File: config.mk
export PLATFORM = sky130hd
export DESIGN_NAME = p2sfla_ctrl
export DESIGN_NICKNAME = d
export VERILOG_FILES = /design/src/design/p2sfla_pkg.sv /design/src/design/p2sfla_ctrl.sv
export SDC_FILE = /design/constraint.sdc
export NUM_CORES = 1
export LEC_CHECK = 0
export BUFFER_PORTS_ARGS = -buffer_cell sky130_fd_sc_hd__buf_2
export CAP_MARGIN = 10
export CORE_AREA = 2 2 39 41
export DETAILED_ROUTE_END_ITERATION = 16
export DIE_AREA = 0 0 41 43
export PLACE_DENSITY_LB_ADDON = 0.2
export SETUP_SLACK_MARGIN = 0.02
export SLEW_MARGIN = 30
export SYNTH_ARGS = -nofsm -noshare
export SYNTH_HDL_FRONTEND = slang
export SYNTH_SLANG_ARGS = --single-unit
File: constraint.sdc
create_clock -name clk -period 1.9 [get_ports clk]
set_input_delay 0.38 -clock clk [delete_from_list [all_inputs] [get_ports clk]]
set_output_delay 0.38 -clock clk [all_outputs]
set_load 0.02 [all_outputs]
File: src/design/p2sfla_pkg.sv
package p2sfla_pkg;

	localparam int MIN_CLASS_LOG   = 3;
	localparam int MAX_CLASS_LOG   = 10;
	localparam int ARENA_BYTES_LOG = 16;

	localparam int NCLASS     = MAX_CLASS_LOG - MIN_CLASS_LOG + 1;
	localparam int CLS_W      = (NCLASS > 1) ? $clog2(NCLASS) : 1;
	localparam int IDX_W      = ARENA_BYTES_LOG - MIN_CLASS_LOG;
	localparam int LINK_W     = IDX_W + 1;
	localparam int LINK_DEPTH = 1 << IDX_W;
	localparam int TOP_W      = ARENA_BYTES_LOG + 1;
	localparam int ADDR_W     = 16;
	localparam int SIZE_W     = 16;
	localparam int FUNC_W     = 2;
	localparam int STAT_W     = 2;
	localparam int MAXSZ_W    = 11;

	localparam logic [MAXSZ_W-1:0] MAX_SIZE_RST = 11'd1024;

	localparam logic [FUNC_W-1:0] FN_GET     = 2'd0;
	localparam logic [FUNC_W-1:0] FN_PUT     = 2'd1;
	localparam logic [FUNC_W-1:0] FN_DESTROY = 2'd2;

	localparam logic [STAT_W-1:0] RS_DONE      = 2'd0;
	localparam logic [STAT_W-1:0] RS_OVERSIZE  = 2'd1;
	localparam logic [STAT_W-1:0] RS_EXHAUSTED = 2'd2;

	typedef logic [CLS_W-1:0]  cls_t;
	typedef logic [IDX_W-1:0]  idx_t;
	typedef logic [LINK_W-1:0] link_t;

	typedef struct packed {
		logic              latch_in;
		logic              do_put;
		logic              do_read;
		logic              do_pop;
		logic              do_carve;
		logic              do_split;
		logic              do_destroy;
		logic              out_load;
		logic [STAT_W-1:0] out_status;
		logic              out_grant;
	} dp_cmd_t;

	typedef struct packed {
		logic [FUNC_W-1:0] func;
		logic              oversize;
		logic              found;
		logic              exhausted;
		logic              split_more;
		logic              out_free;
	} dp_stat_t;

	// class offset from MIN_CLASS_LOG, saturating at the top class
	function automatic cls_t class_of(input logic [SIZE_W-1:0] n);
		cls_t c;
		c = cls_t'(NCLASS - 1);
		for (int i = NCLASS - 2; i >= 0; i--) begin
			if (int'(n) <= (1 << (i + MIN_CLASS_LOG)))
				c = cls_t'(i);
		end
		return c;
	endfunction

endpackage

File: src/design/p2sfla_ctrl.sv
module p2sfla_ctrl (
	input  logic                 clk,
	input  logic                 arst_n,
	input  logic                 in_valid,
	output logic                 in_ready,
	input  p2sfla_pkg::dp_stat_t stat,
	output p2sfla_pkg::dp_cmd_t  cmd
);
	import p2sfla_pkg::*;

	localparam logic [2:0] ST_IDLE   = 3'd0;
	localparam logic [2:0] ST_DECODE = 3'd1;
	localparam logic [2:0] ST_POP    = 3'd2;
	localparam logic [2:0] ST_SPLIT  = 3'd3;
	localparam logic [2:0] ST_DONE   = 3'd4;

	logic [2:0]        state_q, state_d;
	logic [STAT_W-1:0] code_q, code_d;
	logic              grant_q, grant_d;

	always_comb begin
		state_d = state_q;
		code_d  = code_q;
		grant_d = grant_q;
		cmd     = '0;
		cmd.out_status = code_q;
		cmd.out_grant  = grant_q;
		in_ready = (state_q == ST_IDLE);
		unique case (state_q)
			ST_IDLE: begin
				if (in_valid) begin
					cmd.latch_in = 1'b1;
					state_d      = ST_DECODE;
				end
			end
			ST_DECODE: begin
				code_d  = RS_DONE;
				grant_d = 1'b0;
				state_d = ST_DONE;
				priority if ((stat.func == FN_GET || stat.func == FN_PUT) && stat.oversize) begin
					code_d = RS_OVERSIZE;
				end else if (stat.func == FN_PUT) begin
					cmd.do_put = 1'b1;
				end else if (stat.func == FN_GET) begin
					if (stat.found) begin
						cmd.do_read = 1'b1;
						grant_d     = 1'b1;
						state_d     = ST_POP;
					end else if (stat.exhausted) begin
						code_d = RS_EXHAUSTED;
					end else begin
						cmd.do_carve = 1'b1;
						grant_d      = 1'b1;
						state_d      = ST_SPLIT;
					end
				end else if (stat.func == FN_DESTROY) begin
					cmd.do_destroy = 1'b1;
				end else begin
					code_d = RS_DONE;
				end
			end
			ST_POP: begin
				cmd.do_pop = 1'b1;
				state_d    = ST_SPLIT;
			end
			ST_SPLIT: begin
				if (stat.split_more) begin
					cmd.do_split = 1'b1;
				end else begin
					state_d = ST_DONE;
				end
			end
			ST_DONE: begin
				if (stat.out_free) begin
					cmd.out_load = 1'b1;
					state_d      = ST_IDLE;
				end
			end
			default: begin
				state_d = ST_IDLE;
			end
		endcase
	end

	always_ff @(posedge clk or negedge arst_n) begin
		if (!arst_n) begin
			state_q <= ST_IDLE;
			code_q  <= RS_DONE;
			grant_q <= 1'b0;
		end else begin
			state_q <= state_d;
			code_q  <= code_d;
			grant_q <= grant_d;
		end
	end

	a_one_update: assert property (@(posedge clk) disable iff (!arst_n)
		$onehot0({cmd.do_put, cmd.do_read, cmd.do_pop, cmd.do_carve, cmd.do_split,
			cmd.do_destroy, cmd.out_load}))
		else $error("more than one datapath update in a cycle");

	a_accept_decode: assert property (@(posedge clk) disable iff (!arst_n)
		(in_valid && in_ready) |=> (state_q == ST_DECODE))
		else $error("accepted transaction not decoded next");

	a_pop_after_read: assert property (@(posedge clk) disable iff (!arst_n)
		(state_q == ST_POP) |-> ($past(state_q) == ST_DECODE && $past(cmd.do_read)))
		else $error("pop without a preceding link read");

	a_result_held: assert property (@(posedge clk) disable iff (!arst_n)
		(state_q == ST_DONE && !stat.out_free) |=> (state_q == ST_DONE && $stable(code_q)))
		else $error("result lost while output register busy");

endmodule

== Yosys cells after proc, flatten, opt, wreduce, memory -nomap -nowiden ==
Index checks and enable logic that the tools add are counted.
Storage, ports and cells
  input port bits: 10
  logic and storage cells: 59
  register bits after elaboration: 6
  output and inout port bits: 12
Cells by class
  eq/ne operators: 9
  reductions and logical operators: 5
  multiplexer cells: 42
Operator list (number)
  1-bit two-way mux: 26
  3-bit two-way mux: 8
  3-bit case mux with 5 select lines: 1
  2-bit two-way mux: 7
  3-bit by 2-bit equality test with 1-bit output, second input constant: 2
  2-bit != test, second input constant: 3
  3-bit by 1-bit equality test with 1-bit output, second input constant: 1
  3-bit equality test, second input constant: 1
  3-bit zero test: 1
  3-bit AND reduction: 1
  2-bit by 1-bit equality test with 1-bit output, second input constant: 1
  2-bit equality test, second input constant: 1
  2-bit zero test: 1
  1-bit logical AND: 1
  1-bit logical OR: 1

== Logic depth before layout (Yosys ltp) ==
Gate-level depths: netlist of run 1.
  word-level depth: 6
  depth in mapped cells: 5
  mapped depth without buffers: 3

== Least setup slack after synthesis of run 1 ==
OpenSTA, ideal clock, no wires.
  path type: register to output
  start: register state_q[1]
  end: output port cmd[10] (netlist bit)
  buffers on the path: 1
  path slack: 0.163 ns
  cell stages (with the launch flop): 4
  arrival: 1.357 ns
  path through: dfrtp_1 buf_6 nor3_1 and2_1
RTL lines
  start, declared: line p2sfla_ctrl.sv:17  | logic [2:0] state_q, state_d;
  start signal, assigned: line p2sfla_ctrl.sv:91  | state_q <= state_d;
  end, declared: line p2sfla_ctrl.sv:7  | output p2sfla_pkg::dp_cmd_t cmd

==> results of run 1 <==
[Yosys cell counts, drive strengths merged (2+ instances only)]
library cell	count
nor2	2
and3	2
nor3b	2
o21ai	2
nor2b	2
nor3	2
a21oi	2
dfrtp	6
nand2	4
inv	2
nand2b	4
buf	5
[worst paths after layout]
kind	startpoint	end	slack, ns	cells past startpoint
min	stat[0]	state_q[2]	0.32	2
min in group asynchronous	arst_n	state_q[2]	0.49	2
max in group asynchronous	arst_n	code_q[1]	1.27	2
max	state_q[1]	cmd[9]	0.06	3
min reg2reg	code_q[0]	code_q[0]	0.47	2
max reg2reg	state_q[1]	state_q[0]	0.59	5
[registers in the layout, summed over array words and instances, names as in the netlist]
signal   cells
grant_q      1
code_q       2
state_q      3
[stage by stage]
step,utilization,setup TNS (ns),setup slack [ns],instance area [sq um]
floorplan,-,0,0.163,427
global placement,0.384,0,0.192,532
detailed placement,0.384,0,0.183,532
CTS,0.410,0,0.0477,567
global route,0.437,-0.0116,-0.0116,604
finish,0.437,0,0.0612,604
[power breakdown]
group	switching (mW)	total, mW	internal (mW)
Clock	0.0443	0.116	0.0713
Combinational	0.211	0.363	0.152
Sequential	0.0182	0.185	0.167
Total	0.274	0.664	0.391
[repair_timing]
item                                   CTS  global route
gates resized for setup                  1             5
hold buffers                             1             0
setup buffers                            0             3
cloned                                   0             0
endpoints found under the hold margin    6             0
pin swaps                                0             2
setup endpoints to repair                1             4
[area by class of cell]
type | count | area, sq um | area share
clock buffer | 3 | 22.5 | 0.0373
inverter | 2 | 7.51 | 0.0124
multi-input combinational | 31 | 231 | 0.383
sequential | 6 | 150 | 0.248
tap | 16 | 20.0 | 0.0331
timing repair buffer | 28 | 173 | 0.286
[layout by cell type, fill, tap and decap left out]
cell type,count
sky130_fd_sc_hd__and2_1,1
sky130_fd_sc_hd__nor4b_4,1
sky130_fd_sc_hd__a221o_1,1
sky130_fd_sc_hd__and3_2,1
sky130_fd_sc_hd__a32oi_1,1
sky130_fd_sc_hd__buf_6,2
sky130_fd_sc_hd__nor3b_2,1
sky130_fd_sc_hd__nor3_1,2
sky130_fd_sc_hd__a32o_1,1
sky130_fd_sc_hd__a21oi_1,2
sky130_fd_sc_hd__o41ai_1,1
sky130_fd_sc_hd__and3_1,1
sky130_fd_sc_hd__o21ai_0,2
sky130_fd_sc_hd__nand2b_1,4
sky130_fd_sc_hd__buf_2,19
sky130_fd_sc_hd__dfrtp_1,6
sky130_fd_sc_hd__nand2_1,4
sky130_fd_sc_hd__or3b_4,1
sky130_fd_sc_hd__inv_1,2
sky130_fd_sc_hd__nor2b_1,1
sky130_fd_sc_hd__nand3_1,1
sky130_fd_sc_hd__clkbuf_4,3
sky130_fd_sc_hd__nor3b_1,1
sky130_fd_sc_hd__nor2_1,2
sky130_fd_sc_hd__nor4_4,1
sky130_fd_sc_hd__buf_4,6
sky130_fd_sc_hd__dlygate4sd3_1,1
sky130_fd_sc_hd__nor2b_2,1
[worst max-delay path, stage by stage (launching register included)]
cell                      delay [ns]
sky130_fd_sc_hd__dfrtp_1        0.38
sky130_fd_sc_hd__or3b_4         0.45
sky130_fd_sc_hd__nor4b_4        0.21
sky130_fd_sc_hd__buf_4          0.17
[routing by layer]
| metal | global-route usage | up-vias | part of all wire |
|---|---|---|---|
| li1 | - | 210 | - |
| met1 | 0.176 | 176 | 0.47 |
| met2 | 0.172 | 16 | 0.45 |
| met3 | 0.0314 | 2 | 0.062 |
| met4 | 0.100 | 0 | 0.019 |
| met5 | 0 | - | 0 |
[cells by family (layout without fill, tap and decap cells)]
logic type | after synthesis | count (layout) | share of synthesized area
AOI/OAI and AO/OA | 8 | 8 | 0.135
and+or+nand+nor | 23 | 23 | 0.396
buffers and inverters | 7 | 33 | 0.117
DFF | 6 | 6 | 0.352
==> impl_results.html, run 1 <==
<table>
<tr><th>Metric</th><th>Value</th></tr>
<tr><th colspan="2">Floorplanning</th></tr>
<tr><td>Count of pins on the block boundary</td><td>22</td></tr>
<tr><td>Die Outline Area</td><td>1760 sq um</td></tr>
<tr><td>Vertical extent of the die</td><td>43 um</td></tr>
<tr><td>Chip Width</td><td>41 um</td></tr>
<tr><td>Area of the core</td><td>1380 sq um</td></tr>
<tr><td>Std-Cell Rows</td><td>14</td></tr>
<tr><td>Starting Density</td><td>0.308</td></tr>
<tr><th colspan="2">Synthesis</th></tr>
<tr><td>Fraction of post-synthesis cell area in the top cell type by area</td><td>0.352</td></tr>
<tr><td>Count of mapped cells out of synthesis</td><td>44</td></tr>
<tr><td>Biggest area contributors in the synthesized netlist</td><td>sky130_fd_sc_hd__dfrtp_1, sky130_fd_sc_hd__nand2b_1, sky130_fd_sc_hd__nor4b_4, sky130_fd_sc_hd__buf_6, sky130_fd_sc_hd__nor4_4</td></tr>
<tr><td>Net count after synthesis</td><td>54</td></tr>
<tr><td>Sequential cell area fraction in the yosys report</td><td>0.352</td></tr>
<tr><td>Library cell occupying the most area in the post-synthesis netlist</td><td>sky130_fd_sc_hd__dfrtp_1</td></tr>
<tr><td>Synthesis Warnings</td><td>0</td></tr>
<tr><td>Netlist area before placement</td><td>427 sq um</td></tr>
<tr><td>Yosys cell types</td><td>25</td></tr>
<tr><td>Mean Syn Cell Area</td><td>9.70 sq um</td></tr>
<tr><td>Flip-flop and latch count after synthesis</td><td>6</td></tr>
<tr><td>EDFF count, synth</td><td>0</td></tr>
<tr><td>Dominant synthesized flop cell</td><td>sky130_fd_sc_hd__dfrtp_1</td></tr>
<tr><td>Post-synth ARST share</td><td>1.00</td></tr>
<tr><th colspan="2">Detailed routing</th></tr>
<tr><td>DRC violations left</td><td>0</td></tr>
<tr><td>Total routed wirelength</td><td>913 um</td></tr>
<tr><td>Overall via count from detail_route</td><td>404</td></tr>
<tr><td>Total iterations of the first detailed-routing run</td><td>4</td></tr>
<tr><td>Average vias per placed instance</td><td>4.70</td></tr>
<tr><td>Antenna-violating nets left</td><td>0</td></tr>
<tr><td>DR iter-0 viols</td><td>2</td></tr>
<tr><td>Wire length per cell</td><td>10.6 um</td></tr>
<tr><th colspan="2">GRT</th></tr>
<tr><td>All-layer global routing usage</td><td>0.131</td></tr>
<tr><td>First-pass GRT wire length</td><td>1550 um</td></tr>
<tr><td>Overall overflow remaining after global route</td><td>0</td></tr>
<tr><td>Antenna violations before repair</td><td>0</td></tr>
<tr><td>Largest net degree at the start of global routing</td><td>10</td></tr>
<tr><td>Number of global-route vias before repair</td><td>372</td></tr>
<tr><th colspan="2">Timing</th></tr>
<tr><td>Clock period minus final worst setup slack</td><td>1.84 ns</td></tr>
<tr><td>Hold WS</td><td>0.317 ns</td></tr>
<tr><td>Maximum clock skew at final layout</td><td>0.00385 ns</td></tr>
<tr><td>Measured slew at the worst slew-check pin</td><td>0.268 ns</td></tr>
<tr><td>Setup-violating endpoint count in the final report</td><td>0</td></tr>
<tr><td>Hold Fails Final Rpt</td><td>0</td></tr>
<tr><td>Max frequency</td><td>544 MHz</td></tr>
<tr><td>Ratio of final minimum period to clock period</td><td>0.968</td></tr>
<tr><td>Headroom to the max-slew limit</td><td>0.820</td></tr>
<tr><td>Final Slew Violations</td><td>0</td></tr>
<tr><td>RSZ-0062 raised after global routing</td><td>yes</td></tr>
<tr><th colspan="2">Cells and area</th></tr>
<tr><td>Number of fill cells</td><td>143</td></tr>
<tr><td>Cell Count, Final, Fillers Out</td><td>86</td></tr>
<tr><td>Final net count</td><td>82</td></tr>
<tr><td>Antenna diode instance count</td><td>0</td></tr>
<tr><td>Relative area change from synthesis to final layout</td><td>41.6%</td></tr>
<tr><td>Share of cells above drive strength 1</td><td>0.514</td></tr>
<tr><th colspan="2">Worst setup path</th></tr>
<tr><td>Category of the worst setup path capture point</td><td>output pin</td></tr>
<tr><td>Critical path startpoint category</td><td>flop</td></tr>
<tr><td>Worst EP required</td><td>1.52 ns</td></tr>
<tr><td>Crit-path max FO</td><td>6</td></tr>
<tr><td>Critical Path AT</td><td>1.46 ns</td></tr>
<tr><td>Setup CP Type</td><td>reg2out</td></tr>
<tr><th colspan="2">Placed design</th></tr>
<tr><td>Detailed-placement wirelength estimate</td><td>711 um</td></tr>
<tr><td>RD Place Congestion</td><td>0.689</td></tr>
<tr><td>Inst Count DP</td><td>79</td></tr>
<tr><td>Number of buffer cells added on primary ports</td><td>21</td></tr>
<tr><th colspan="2">CTS</th></tr>
<tr><td>CTS tree</td><td>done</td></tr>
<tr><td>CTS max path bufs</td><td>2</td></tr>
<tr><td>H-tree Lvls</td><td>1</td></tr>
<tr><td>Clock tree sinks</td><td>6</td></tr>
<tr><td>Clk slew on worst S/H paths</td><td>0.04 ns</td></tr>
<tr><td>Number of buffers created by CTS</td><td>3</td></tr>
<tr><td>Clock latency at the later pin of the worst-skew pair</td><td>0.24 ns</td></tr>
<tr><td>Root buffer cell</td><td>sky130_fd_sc_hd__clkbuf_4</td></tr>
<tr><th colspan="2">Power and ir drop</th></tr>
<tr><td>Reported leakage power</td><td>0.314 nW</td></tr>
<tr><td>Power Density</td><td>1100 nW/um^2</td></tr>
<tr><td>Worst vdd ir</td><td>367 uV</td></tr>
<tr><td>Power consumption</td><td>0.664 mW</td></tr>
<tr><th colspan="2">Hold path</th></tr>
<tr><td>Type of the tightest min-delay check</td><td>in2reg</td></tr>
<tr><th colspan="2">Run status</th></tr>
<tr><td>Run status</td><td>complete, no violations</td></tr>
<tr><th colspan="2">Run</th></tr>
<tr><td>Number of maximum-capacitance constraint violations</td><td>0</td></tr>
</table>
Note: power is estimated with default switching activity, not from simulation.
==> run 2, diff against run 1 <==
--- a/config.mk
+++ b/config.mk
@@ -5,7 +5,7 @@
 export SDC_FILE = /design/constraint.sdc
 export NUM_CORES = 1
 export LEC_CHECK = 0
-export BUFFER_PORTS_ARGS = -buffer_cell sky130_fd_sc_hd__buf_2
+export BUFFER_PORTS_ARGS = -buffer_cell sky130_fd_sc_hd__clkbuf_2
 export CAP_MARGIN = 10
 export CORE_AREA = 2 2 39 41
 export DETAILED_ROUTE_END_ITERATION = 16
==> impl_results.html, run 2 (same netlist as run 1, synthesis figures left out) <==
<table>
<tr><th>Metric</th><th>Value</th></tr>
<tr><th colspan="2">Cells and area</th></tr>
<tr><td>Biggest registers after layout</td><td>state_q (3), code_q (2), grant_q (1)</td></tr>
<tr><td>Number of fill cells</td><td>147</td></tr>
<tr><td>Commonest non-fill, non-tap cell in the layout</td><td>sky130_fd_sc_hd__clkbuf_2</td></tr>
<tr><td>Relative area change from synthesis to final layout</td><td>35.8%</td></tr>
<tr><td>Register bank with the most flops</td><td>state_q</td></tr>
<tr><td>Share of cells above drive strength 1</td><td>0.500</td></tr>
<tr><td>Final net count</td><td>80</td></tr>
<tr><td>Leading cell types in the layout, fill and taps excluded</td><td>sky130_fd_sc_hd__clkbuf_2, sky130_fd_sc_hd__dfrtp_1, sky130_fd_sc_hd__buf_4</td></tr>
<tr><td>Max FFs per register</td><td>3</td></tr>
<tr><td>Antenna diode instance count</td><td>0</td></tr>
<tr><th colspan="2">Timing</th></tr>
<tr><td>Max frequency</td><td>542 MHz</td></tr>
<tr><td>Measured slew at the worst slew-check pin</td><td>0.290 ns</td></tr>
<tr><td>Setup_tns</td><td>0 ns</td></tr>
<tr><td>Ratio of final minimum period to clock period</td><td>0.971</td></tr>
<tr><td>Clock period minus final worst setup slack</td><td>1.84 ns</td></tr>
<tr><td>Setup-violating endpoint count in the final report</td><td>0</td></tr>
<tr><td>Hold Fails Final Rpt</td><td>0</td></tr>
<tr><td>Headroom to the max-slew limit</td><td>0.804</td></tr>
<tr><td>Final worst slack</td><td>0.0556 ns</td></tr>
<tr><td>Final Slew Violations</td><td>0</td></tr>
<tr><td>Maximum clock skew at final layout</td><td>0.00102 ns</td></tr>
<tr><td>RSZ-0062 raised after global routing</td><td>no</td></tr>
<tr><th colspan="2">Placed design</th></tr>
<tr><td>RD Place Congestion</td><td>0.688</td></tr>
<tr><td>Number of buffer cells added on primary ports</td><td>21</td></tr>
<tr><td>Detailed-placement wirelength estimate</td><td>720 um</td></tr>
<tr><td>Pre-CTS setup slack</td><td>0.225 ns</td></tr>
<tr><th colspan="2">Worst setup path</th></tr>
<tr><td>Critical Path AT</td><td>1.46 ns</td></tr>
<tr><td>Worst flop-to-flop path startpoint</td><td>state_q[1]</td></tr>
<tr><td>Crit-path max FO</td><td>6</td></tr>
<tr><td>Critical path startpoint category</td><td>flop</td></tr>
<tr><td>Worst EP required</td><td>1.52 ns</td></tr>
<tr><td>Category of the worst setup path capture point</td><td>output pin</td></tr>
<tr><td>Worst-case register-to-register setup slack</td><td>0.70 ns</td></tr>
<tr><td>Setup CP Type</td><td>reg2out</td></tr>
<tr><td>Source of the critical timing path</td><td>state_q[1]</td></tr>
<tr><th colspan="2">Floorplanning</th></tr>
<tr><td>Area of the core</td><td>1380 sq um</td></tr>
<tr><td>Count of pins on the block boundary</td><td>22</td></tr>
<tr><td>Die Outline Area</td><td>1760 sq um</td></tr>
<tr><td>Starting Density</td><td>0.308</td></tr>
<tr><td>Chip Width</td><td>41 um</td></tr>
<tr><td>Vertical extent of the die</td><td>43 um</td></tr>
<tr><td>Std-Cell Rows</td><td>14</td></tr>
<tr><th colspan="2">Detailed routing</th></tr>
<tr><td>Average vias per placed instance</td><td>4.51</td></tr>
<tr><td>DR iter-0 viols</td><td>6</td></tr>
<tr><td>DRC violations left</td><td>0</td></tr>
<tr><td>Wire length per cell</td><td>10.7 um</td></tr>
<tr><td>Total iterations of the first detailed-routing run</td><td>2</td></tr>
<tr><td>Overall via count from detail_route</td><td>379</td></tr>
<tr><td>Total routed wirelength</td><td>901 um</td></tr>
<tr><td>Antenna-violating nets left</td><td>0</td></tr>
<tr><th colspan="2">GRT</th></tr>
<tr><td>First-pass GRT wire length</td><td>1480 um</td></tr>
<tr><td>All-layer global routing usage</td><td>0.129</td></tr>
<tr><td>Overall overflow remaining after global route</td><td>0</td></tr>
<tr><td>Largest net degree at the start of global routing</td><td>10</td></tr>
<tr><td>Number of global-route vias before repair</td><td>353</td></tr>
<tr><td>Antenna violations before repair</td><td>0</td></tr>
<tr><th colspan="2">CTS</th></tr>
<tr><td>Clock latency at the later pin of the worst-skew pair</td><td>0.24 ns</td></tr>
<tr><td>Clk slew on worst S/H paths</td><td>0.04 ns</td></tr>
<tr><td>CTS tree</td><td>done</td></tr>
<tr><td>Clock tree sinks</td><td>6</td></tr>
<tr><td>Root buffer cell</td><td>sky130_fd_sc_hd__clkbuf_4</td></tr>
<tr><td>Number of buffers created by CTS</td><td>3</td></tr>
<tr><td>CTS max path bufs</td><td>2</td></tr>
<tr><td>H-tree Lvls</td><td>1</td></tr>
<tr><th colspan="2">Run</th></tr>
<tr><td>Number of maximum-capacitance constraint violations</td><td>0</td></tr>
<tr><th colspan="2">Power and ir drop</th></tr>
<tr><td>Power Density</td><td>1130 nW/um^2</td></tr>
<tr><td>Power consumption</td><td>0.655 mW</td></tr>
<tr><td>Reported leakage power</td><td>0.297 nW</td></tr>
<tr><td>Worst vdd ir</td><td>394 uV</td></tr>
<tr><th colspan="2">Hold path</th></tr>
<tr><td>Type of the tightest min-delay check</td><td>in2reg</td></tr>
<tr><td>Beginning of the worst hold path</td><td>stat[0]</td></tr>
<tr><th colspan="2">Run status</th></tr>
<tr><td>Run status</td><td>complete, no violations</td></tr>
</table>
[run 2: cell types whose count changed in the layout (fill, tap and decap cells not counted)]
cell / previous run / this run
sky130_fd_sc_hd__clkbuf_2: 0 / 20
sky130_fd_sc_hd__buf_2: 19 / 0
sky130_fd_sc_hd__buf_6: 2 / 0
sky130_fd_sc_hd__buf_4: 6 / 5
[run 2: worst paths after layout]
path                                   end  depth (start not counted)
worst max-delay path                cmd[9]                          3
worst min-delay path            state_q[2]                          2
worst max register to register  state_q[2]                          5
worst min register to register   code_q[0]                          2
max in group asynchronous       state_q[0]                          2
min in group asynchronous          grant_q                          2
[run 2: critical path: stages (launching register included)]
cell,delay [ns]
sky130_fd_sc_hd__dfrtp_1,0.37
sky130_fd_sc_hd__or3b_4,0.45
sky130_fd_sc_hd__nor4b_4,0.23
sky130_fd_sc_hd__buf_4,0.18
[run 2: per-layer routing]
layer	GRT usage	share of wire
met1	0.168	0.45
met2	0.166	0.48
met3	0.0314	0.075
met4	0.120	0
met5	0	0
[run 2: area by class of cell]
cell class / instances / area (sq um) / area share
well taps: 16 / 20.0 / 0.0346
multi-input cells: 31 / 231 / 0.400
repair buffers: 26 / 148 / 0.255
flip-flops and latches: 6 / 150 / 0.259
clock buffers: 3 / 22.5 / 0.0389
inverters: 2 / 7.51 / 0.0130
[run 2: where the power goes]
group          total, mW  internal [mW]  switching [mW]
registers          0.183          0.167          0.0164
clock network      0.112         0.0711          0.0413
logic              0.360          0.146           0.214
[run 2: metrics by stage]
step / hold slack (ns) / utilization / area (sq um) / instances
3_3_place_gp: 0.214 / 0.390 / 539 / 80
2_1_floorplan: 0.0844 / - / 427 / 44
4_1_cts: 0.336 / 0.415 / 574 / 84
5_1_grt: 0.354 / 0.419 / 579 / 84
3_5_place_dp: 0.213 / 0.390 / 539 / 80
6_report: 0.338 / 0.419 / 579 / 84
[run 2: repair_timing]
item,4_1_cts,5_1_grt
hold buffers,1,0
setup endpoints to repair,1,3
hold endpoints to repair,6,0
buffers inserted,0,0
resized for setup,1,3
